## config.mk

```make
export PLATFORM = sky130hd
export DESIGN_NAME = signed_binary_to_decimal_ascii_core
export DESIGN_NICKNAME = d
export VERILOG_FILES = /design/src/rtl/sbda_pkg.sv /design/src/rtl/sbda_dabble_stage.sv /design/src/rtl/sbda_serializer.sv /design/src/rtl/signed_binary_to_decimal_ascii_core.sv
export SDC_FILE = /design/constraint.sdc
export NUM_CORES = 1
export LEC_CHECK = 0
export BUFFER_PORTS_ARGS = -buffer_cell sky130_fd_sc_hd__buf_2
export CAP_MARGIN = 20
export CORE_AREA = 2 2 329 331
export DETAILED_ROUTE_END_ITERATION = 8
export DIE_AREA = 0 0 331 333
export SYNTH_ARGS = -nofsm -noshare
export SYNTH_HDL_FRONTEND = slang
export SYNTH_SLANG_ARGS = --single-unit
```

## constraint.sdc

```tcl
create_clock -name clk -period 9.44 [get_ports clk]
set_input_delay 0.944 -clock clk [delete_from_list [all_inputs] [get_ports clk]]
set_output_delay 0.944 -clock clk [all_outputs]
set_load 0.02 [all_outputs]
```

## src/rtl/sbda_pkg.sv

```systemverilog
// Package for the signed binary to decimal ASCII converter.
// Holds the widths, character codes and pipeline payload types; depends on nothing.
package sbda_pkg;

	localparam int ValueW       = 32;
	localparam int NumDigits    = 10;
	localparam int DigitW       = 4;
	localparam int BcdW         = NumDigits * DigitW;
	localparam int BitsPerStage = 4;
	localparam int NumStages    = ValueW / BitsPerStage;
	localparam int DigitIdxW    = $clog2(NumDigits);
	localparam int CharW        = 7;

	localparam logic [CharW-1:0] CodeZero  = 7'd48;
	localparam logic [CharW-1:0] CodeMinus = 7'd45;

	// Shift-and-add-3 working set: decimal digits above, binary bits still to go below.
	typedef struct packed {
		logic              neg;
		logic [BcdW-1:0]   bcd;
		logic [ValueW-1:0] bin;
	} dab_t;

	// Finished conversion handed to the character serialiser.
	typedef struct packed {
		logic                 neg;
		logic [BcdW-1:0]      bcd;
		logic [DigitIdxW-1:0] top_idx;
	} ser_t;

endpackage

```

## src/rtl/sbda_dabble_stage.sv

```systemverilog
// One pipeline stage of the binary to BCD conversion: BitsPerStage shift-and-add-3 steps.
// Depends on sbda_pkg for the payload type and step count.
module sbda_dabble_stage (
	input  logic          clk,
	input  logic          arst_n,
	input  logic          in_valid,
	output logic          in_ready,
	input  sbda_pkg::dab_t in_data,
	output logic          out_valid,
	input  logic          out_ready,
	output sbda_pkg::dab_t out_data
);
	import sbda_pkg::*;

	logic valid_s;
	dab_t data_s;
	dab_t next_data;

	always_comb begin
		logic [BcdW+ValueW-1:0] sr;
		logic [DigitW-1:0]      d;
		sr = {in_data.bcd, in_data.bin};
		for (int it = 0; it < BitsPerStage; it++) begin
			for (int k = 0; k < NumDigits; k++) begin
				d = sr[ValueW + k*DigitW +: DigitW];
				if (d >= 4'd5) begin
					d = d + 4'd3;
				end
				sr[ValueW + k*DigitW +: DigitW] = d;
			end
			sr = {sr[BcdW+ValueW-2:0], 1'b0};
		end
		next_data.neg = in_data.neg;
		next_data.bcd = sr[BcdW+ValueW-1:ValueW];
		next_data.bin = sr[ValueW-1:0];
	end

	assign in_ready  = !valid_s || out_ready;
	assign out_valid = valid_s;
	assign out_data  = data_s;

	always_ff @(posedge clk or negedge arst_n) begin
		if (!arst_n) begin
			valid_s <= 1'b0;
		end else if (in_ready) begin
			valid_s <= in_valid;
		end
	end

	always_ff @(posedge clk) begin
		if (in_ready && in_valid) begin
			data_s <= next_data;
		end
	end

endmodule

```

## src/rtl/sbda_serializer.sv

```systemverilog
// Character serialiser: sends an optional minus sign, then the digits from the top.
// Depends on sbda_pkg for the conversion type and the character codes.
module sbda_serializer (
	input  logic                         clk,
	input  logic                         arst_n,
	input  logic                         in_valid,
	output logic                         in_ready,
	input  sbda_pkg::ser_t               in_data,
	output logic                         out_valid,
	input  logic                         out_ready,
	output logic [sbda_pkg::CharW-1:0]   char_code,
	output logic                         last_char
);
	import sbda_pkg::*;

	logic                 busy_q;
	logic                 neg_q;
	logic [DigitIdxW-1:0] idx_q;
	logic [DigitW-1:0]    digit_q [NumDigits];
	logic                 done;

	assign out_valid = busy_q;
	assign last_char = !neg_q && (idx_q == '0);
	assign char_code = neg_q ? CodeMinus : CodeZero + {{(CharW-DigitW){1'b0}}, digit_q[idx_q]};
	assign done      = out_ready && last_char;
	assign in_ready  = !busy_q || done;

	always_ff @(posedge clk or negedge arst_n) begin
		if (!arst_n) begin
			busy_q <= 1'b0;
			neg_q  <= 1'b0;
			idx_q  <= '0;
		end else if (in_ready) begin
			busy_q <= in_valid;
			if (in_valid) begin
				neg_q <= in_data.neg;
				idx_q <= in_data.top_idx;
			end
		end else if (out_ready) begin
			// The sign goes out first; the digit index only moves after it.
			if (neg_q) begin
				neg_q <= 1'b0;
			end else begin
				idx_q <= idx_q - 1'b1;
			end
		end
	end

	always_ff @(posedge clk) begin
		if (in_ready && in_valid) begin
			for (int k = 0; k < NumDigits; k++) begin
				digit_q[k] <= in_data.bcd[k*DigitW +: DigitW];
			end
		end
	end

endmodule

```

## src/rtl/signed_binary_to_decimal_ascii_core.sv

```systemverilog
// Top level of the signed binary to decimal ASCII converter.
// Depends on sbda_pkg, sbda_dabble_stage and sbda_serializer.
//
// Each accepted request carries one signed 32-bit value; the block answers with its decimal
// text, one ASCII character per output request, most significant first, with a leading '-'
// for negative values, no leading zeros and last_char set on the final character. The
// conversion is a ten-stage pipeline (magnitude, eight shift-and-add-3 stages of four bits
// each, leading-digit search). The single-character output channel sets the sustained rate:
// a number holds it until all of its characters, from 1 to 11, are taken, and the next
// number's first character follows its last with no gap when that number is waiting.
// Meanwhile further values are taken into the pipeline until it fills.
module signed_binary_to_decimal_ascii_core (
	input  logic                        clk,
	input  logic                        arst_n,
	input  logic                        in_valid,
	output logic                        in_ready,
	input  logic signed [31:0]          value,
	output logic                        out_valid,
	input  logic                        out_ready,
	output logic [sbda_pkg::CharW-1:0]  char_code,
	output logic                        last_char
);
	import sbda_pkg::*;

	logic valid_s1;
	dab_t dab_s1;
	logic valid_s10;
	ser_t ser_s10;
	logic ser_ready;
	logic en_s10;

	logic stg_valid [NumStages+1];
	logic stg_ready [NumStages+1];
	dab_t stg_data  [NumStages+1];

	logic [DigitIdxW-1:0] top_idx;

	// Input stage: sign and magnitude. The most negative value negates onto itself,
	// which is its correct unsigned magnitude.
	assign in_ready = !valid_s1 || stg_ready[0];

	always_ff @(posedge clk or negedge arst_n) begin
		if (!arst_n) begin
			valid_s1 <= 1'b0;
		end else if (in_ready) begin
			valid_s1 <= in_valid;
		end
	end

	always_ff @(posedge clk) begin
		if (in_ready && in_valid) begin
			dab_s1.neg <= value[ValueW-1];
			dab_s1.bcd <= '0;
			dab_s1.bin <= value[ValueW-1] ? (~value + 32'd1) : value;
		end
	end

	assign stg_valid[0] = valid_s1;
	assign stg_data[0]  = dab_s1;

	for (genvar g = 0; g < NumStages; g++) begin : g_dabble
		sbda_dabble_stage u_stage (
			.clk       (clk),
			.arst_n    (arst_n),
			.in_valid  (stg_valid[g]),
			.in_ready  (stg_ready[g]),
			.in_data   (stg_data[g]),
			.out_valid (stg_valid[g+1]),
			.out_ready (stg_ready[g+1]),
			.out_data  (stg_data[g+1])
		);
	end

	// Leading-digit search: index of the highest non-zero digit, or zero for a value of zero.
	always_comb begin
		top_idx = '0;
		for (int k = 1; k < NumDigits; k++) begin
			if (stg_data[NumStages].bcd[k*DigitW +: DigitW] != '0) begin
				top_idx = DigitIdxW'(k);
			end
		end
	end

	assign en_s10               = !valid_s10 || ser_ready;
	assign stg_ready[NumStages] = en_s10;

	always_ff @(posedge clk or negedge arst_n) begin
		if (!arst_n) begin
			valid_s10 <= 1'b0;
		end else if (en_s10) begin
			valid_s10 <= stg_valid[NumStages];
		end
	end

	always_ff @(posedge clk) begin
		if (en_s10 && stg_valid[NumStages]) begin
			ser_s10.neg     <= stg_data[NumStages].neg;
			ser_s10.bcd     <= stg_data[NumStages].bcd;
			ser_s10.top_idx <= top_idx;
		end
	end

	sbda_serializer u_ser (
		.clk       (clk),
		.arst_n    (arst_n),
		.in_valid  (valid_s10),
		.in_ready  (ser_ready),
		.in_data   (ser_s10),
		.out_valid (out_valid),
		.out_ready (out_ready),
		.char_code (char_code),
		.last_char (last_char)
	);

endmodule
```

; ---- After elaboration in Yosys (flattened, before gate mapping)
; Memories as Yosys holds them, arrays and structs flattened.
; Cells that the tools add are included.
[word_totals]
reg_bits = 494
latchBits = 0
ram_bits = 40
mem_bits_ro = 0
output_inout_bits = 10
elab_cells = 916
mem_count = 1
[op_classes]
addsub = 268
n_mul = 0
div = 0
magnitude_cmp = 265
n_eq_ne = 2
shift = 0
n_mux = 284
bitwise_logic = 1
n_reduce_logical = 50
[memory_table]
columns = name, depth, word_bits, read_ports, rd_ports_with_merged_regs, wr, line_no
row1 = u_ser.digit_q, 10, 4, 1, 0, 10, sbda_serializer.sv:19  ; logic [DigitW-1:0] digit_q [NumDigits];
[ops]
columns = cell, n
row1 = $ge 4x3->1 const B, 255
row2 = $mux 4, 251
row3 = $add 4x2->4 const B, 234
row4 = $mux 3, 22
row5 = $add 3x2->3 const B, 21
row6 = $reduce_bool 4->1, 9
row7 = $add 32x1->32 const B, 1
row8 = $not 32->32, 1
row9 = $mux 31, 1
row10 = $add 1x2->3 const B, 8
row11 = $ge 1x3->1 const B, 8
row12 = $logic_and 1x1->1, 13
row13 = $logic_not 1->1, 12
row14 = $logic_or 1x1->1, 11
row15 = $mux 1, 9
row16 = $add 6x4->7 const A, 1
row17 = $mux 7, 1
row18 = $add 1x2->3 const AB, 2
row19 = $ge 1x3->1 const AB, 2
row20 = $logic_not 4->1, 1
row21 = $ne 2x2->1 const B, 2
row22 = $sub 4x1->4 const B, 1
row23 = $reduce_and 3->1, 1
row24 = $reduce_and 2->1, 1
row25 = 2 further kinds, 2

; ---- Logic depth before layout (Yosys ltp)
[logic_depth]
depth_word = 15
mapped_depth = 20
depth_no_buf = 20

; ---- Modules after synthesis
; A second synthesis with hierarchy kept.
[hier_totals]
hier_cells = 7229
hier_area_um2 = 63404.6
[modules_own_cells]
columns = mod, instances, cells_each, area_per_inst_um2, seq_area_each_um2
row1 = sbda_dabble_stage, 8, 862, 7263.2, 2097.0
row2 = signed_binary_to_decimal_ascii_core, 1, 199, 3233.1, 2392.3
row3 = sbda_serializer, 1, 134, 2065.7, 1351.3

; ---- Worst setup path after synthesis
; Ideal clock, no wire load.
[synth_path]
kind = reg2reg
startpoint = register u_ser.idx_q[0]
endpoint = register g_dabble[6].u_stage.data_s, in the netlist g_dabble[6].u_stage.out_data[28], enable pin
setup_time_ps = 506
arrival_ps = 5377
path_slack_ps = 3557
stages_incl_launch_ff = 9
path_buffers = 2
synth_period_minus_slack_ps = 5883
path_cell_list = dfrtp_1 > clkbuf_1 > buf_1 > inv_1 > ha_1 > nor4b_2 > a21boi_1 > and3_1 > a21boi_0
[synth_between]
elab_chain_cells = 8
[synth_lines]
columns = item, line_no
row1 = from (decl), sbda_serializer.sv:18  ; logic [DigitIdxW-1:0] idx_q;
row2 = from (signal assigned), sbda_serializer.sv:37  ; idx_q <= in_data.top_idx;
row3 = from (signal assigned), sbda_serializer.sv:44  ; idx_q <= idx_q - 1'b1;
row4 = $logic_not 4->1, sbda_serializer.sv:23  ; assign last_char = !neg_q && (idx_q == '0);
row5 = $logic_and 1x1->1, sbda_serializer.sv:23
row6 = net last_char, signed_binary_to_decimal_ascii_core.sv:21  ; output logic last_char
row7 = $logic_and 1x1->1, sbda_serializer.sv:25  ; assign done = out_ready && last_char;
row8 = $logic_or 1x1->1, sbda_serializer.sv:26  ; assign in_ready = !busy_q || done;
row9 = $logic_or 1x1->1, signed_binary_to_decimal_ascii_core.sv:84  ; assign en_s10 = !valid_s10 || ser_ready;
row10 = $logic_or 1x1->1 (2 in series), sbda_dabble_stage.sv:38  ; assign in_ready = !valid_s || out_ready;
row11 = $logic_and 1x1->1, sbda_dabble_stage.sv:51  ; if (in_ready && in_valid) begin
row12 = to (signal assigned), sbda_dabble_stage.sv:52  ; data_s <= next_data;
row13 = to (decl), sbda_dabble_stage.sv:16  ; dab_t data_s;
; The timed path passes the listed nets, and every way through them passes these cells.
; A chain may end at the register's enable or synchronous reset.

; ---- Final worst setup path
[layout_path]
startpoint = register u_ser.idx_q[0]
endpoint = output in_ready
[layout_between]
elab_chain_cells = 14
[layout_lines]
columns = item, line_no
row1 = $logic_not 4->1, sbda_serializer.sv:23
row2 = $logic_and 1x1->1, sbda_serializer.sv:23
row3 = $logic_and 1x1->1, sbda_serializer.sv:25
row4 = $logic_or 1x1->1, sbda_serializer.sv:26
row5 = $logic_or 1x1->1, signed_binary_to_decimal_ascii_core.sv:84
row6 = $logic_or 1x1->1 (8 in series), sbda_dabble_stage.sv:38
row7 = $logic_or 1x1->1, signed_binary_to_decimal_ascii_core.sv:40  ; assign in_ready = !valid_s1 || stg_ready[0];
row8 = to (decl), signed_binary_to_decimal_ascii_core.sv:16  ; output logic in_ready,
; No other way between the ends.

==> flow_summary.toml <==
[run_status]
status = "complete, no violations"

[critical_path]
crit_required_ps = 8500
arrival_ps = 4710
cp.depth = 11
slowest_delay_ps = 830
crit_fanout = 15
critPathLaunchType = "flop"
worstSetupPathType = "flop to primary output"
crit_family = "simple AND/OR/NAND/NOR gates"
critical_path_buf_inv_count = 3
crit_chain = "inv_1 > ha_1 > nor4b_2 > a21boi_1 > and3_1 > nand4_1 > nor2_1 > nand3_1 > inv_1 > nand3_1 > buf_2"
endpoint_kind = "primary output"
crit_slowest_cell = "dfrtp_1"
ff2ff_path_depth = 12

[timing]
rsz0062_at_grt = "false"
finalMaxSlewViolations = 0
finalClockSkew_ps = 30.3
hold_viol = 0
period_minus_slack_ps = 5650
finalSetupViolCount = 0
hold_slack_ps = 332
post-route-period-util_pct = 59.9
slew_headroom_pct = 36.3
setup_ws_ps = 3790
worstMarginPinSlew_ps = 929
max_freq_mhz = 177
setup_tns_ps = 0

[synthesis]
synthFlopType = "edfxtp_1"
synth_common_cells = "423 x edfxtp_1, 290 x a21oi_1, 242 x o21ai_0"
synth.distinct_cells = 96
synth_edf_count = 423
synth.area.top_cells = "edfxtp_1 41%, ha_1 6.0%, a21oi_1 4.7%, xnor2_1 4.5%, o21ai_0 3.9%"
syn-instance-count = 3160
syn_area_per_cell_um2 = 9.74
ys_warn_count = 0
synth.most_common_cell = "edfxtp_1"
ys_ff_latch = 439
yosys.area.top_type_share_pct = 41.3
synth_seq_area_share_pct = 42.6
synth_area_mm2 = 0.0308
synth_nets = 3344
synth_largest_area_cell = "edfxtp_1"
async_flop_share_pct = 3.64

[detailed_routing]
drc_errors = 0
ant_nets = 0
route.detailed.wl_per_inst_um = 12.1
firstDrtPassIters = 6
drt_iter0_markers = 1265
wirelength_um = 55900
via_per_inst = 4.96
vias = 22952

[clock_network]
cts_buffers = 46
cts_tree = "done"
clockBufferDepth = 3
clkTransAtPathRegs_ps = 60
ctsRootBufferMaster = "clkbuf_16"
hold_buffers = 0
htreeDepth = 2
ctsResizeCount = 0
cts_setup_buffers = 0
clock_latency_ps = 610
clock-sinks = 439

[placement]
hpwl_um = 40800
io_buffers = 43
placedCellCount = 4542
place_congestion = 0.814
pre_cts_slack_ps = 4360

[layout]
area_delta_synth_final_pct = 11.2
final_cells = 4630
fillers = 10899
drive_gt1_share_pct = 9.73
antennaDiodeCount = 0
nets = 3374

[grt]
grt_pass1_wl_um = 95900
grt_max_degree = 46
grtUsageTotal_pct = 10.0
grt_pass1_vias = 20815
grt_overflow_total = 0
antenna_found_initial = 0

[floorplan]
initial_core_util_pct = 28.9
top_level_ports = 46
core_area_mm2 = 0.107
rows = 120
fp.dieH_um = 333
die_area_mm2 = 0.110
die_w_um = 331

[pwr]
peakVddDrop_mv = 0.126
power_density_mw_per_mm2 = 202
leakage_nw = 12.2

[run]
maxCapViolations = 0

[worst_hold_path]
hp-class = "primary input to async pin"
worst reg2reg max path, delay by kind of cell, from the launching register on:
| kind | cells | cell delay, ps |
|---|---|---|
| buf+inv | 3 | 570 |
| compound gates | 1 | 690 |
| fa+ha+maj | 1 | 240 |
| simple gates | 7 | 2050 |
| flops | 1 | 830 |
logic make-up (layout without fill, tap and decap cells):
logic type               after synthesis  after routing  synth area share (%)
AO/OA/AOI/OAI                       1122           1122                  23.2
AND/OR/NAND/NOR                      811            811                  13.0
flip-flops                           439            439                  42.6
buffers and inverters                281            348                  3.51
XOR/XNOR                             189            189                  5.57
multiplexers                         168            168                  6.14
adder cells (fa/ha/maj)              148            148                  6.02
other                                  2              2                0.0244
path summary, 6_finish.rpt:
| kind | startpoint | endpoint | slack (ps) |
|---|---|---|---|
| worst max-delay path | u_ser.idx_q[0] | in_ready | 3790 |
| worst min register to register | ser_s10[5] | u_ser.digit_q[0][1] | 410 |
| max in group asynchronous | arst_n | g_dabble[6].u_stage.out_valid | 8730 |
| worst min-delay path | arst_n | u_ser.out_valid | 330 |
| min in group clk | ser_s10[5] | u_ser.digit_q[0][1] | 410 |
| worst max register to register | u_ser.idx_q[0] | dab_s1[4] | 4800 |
report_power, final:
group	internal [mW]	switching (mW)
combinational	1.07	1.44
sequential	2.41	0.113
clock	1.05	0.801
total	4.54	2.35
cell usage in the layout (no fill, tap or decap), types with 40 or more instances in the layout:
cell type | synthesis | routed
buf_2 | 5 | 43
a21oi_1 | 290 | 290
mux2_2 | 64 | 64
nor3_1 | 60 | 60
o21ai_0 | 242 | 242
xnor2_1 | 157 | 157
a211oi_1 | 45 | 45
o22ai_1 | 40 | 40
nand3_1 | 52 | 52
clkbuf_16 | 0 | 46
mux2i_1 | 87 | 87
nand2b_1 | 69 | 69
nand2_1 | 226 | 226
inv_1 | 183 | 183
o21ai_1 | 70 | 70
ha_1 | 148 | 148
nor2_1 | 197 | 196
nor3b_1 | 44 | 44
a31oi_1 | 85 | 85
edfxtp_1 | 423 | 423
a21o_1 | 40 | 40
area by class of cell:
type                            count  area (um2)  area share (%)
Tap cell                         1403        1760            5.13
Sequential cell                   439       13100            38.3
Timing Repair Buffer               62         410            1.20
Clock inverter                     35         387            1.13
Clock buffer                       50        1170            3.41
Inverter                          201         754            2.20
Multi-Input combinational cell   2440       16600            48.6
routing by layer:
layer / global-route usage, % / routed length [um]
met5: 0 / 0
met4: 2.50 / 1110
met3: 1.47 / 1930
met2: 16.9 / 26300
met1: 13.3 / 26600
through the flow:
step	power, mW	instance area [um2]	util (%)
floorplan	4.63	30800	-
global placement	5.01	32600	30.6
detailed placement	5.07	32600	30.6
CTS	6.96	34100	32.0
global route	7.40	34200	32.1
finish	6.89	34200	32.1
registers in the layout, summed over array words and instances, names as in the netlist:
signal                      cells
u_ser.idx_q                     4
valid_s10                       1
dab_s1                         33
ser_s10                        45
u_ser.out_valid                 1
valid_s1                        1
g_dabble.u_stage.out_valid      8
u_ser.neg_q                     1
u_ser.digit_q                  40
g_dabble.u_stage.out_data     305
(Power assumes the default switching activity.)
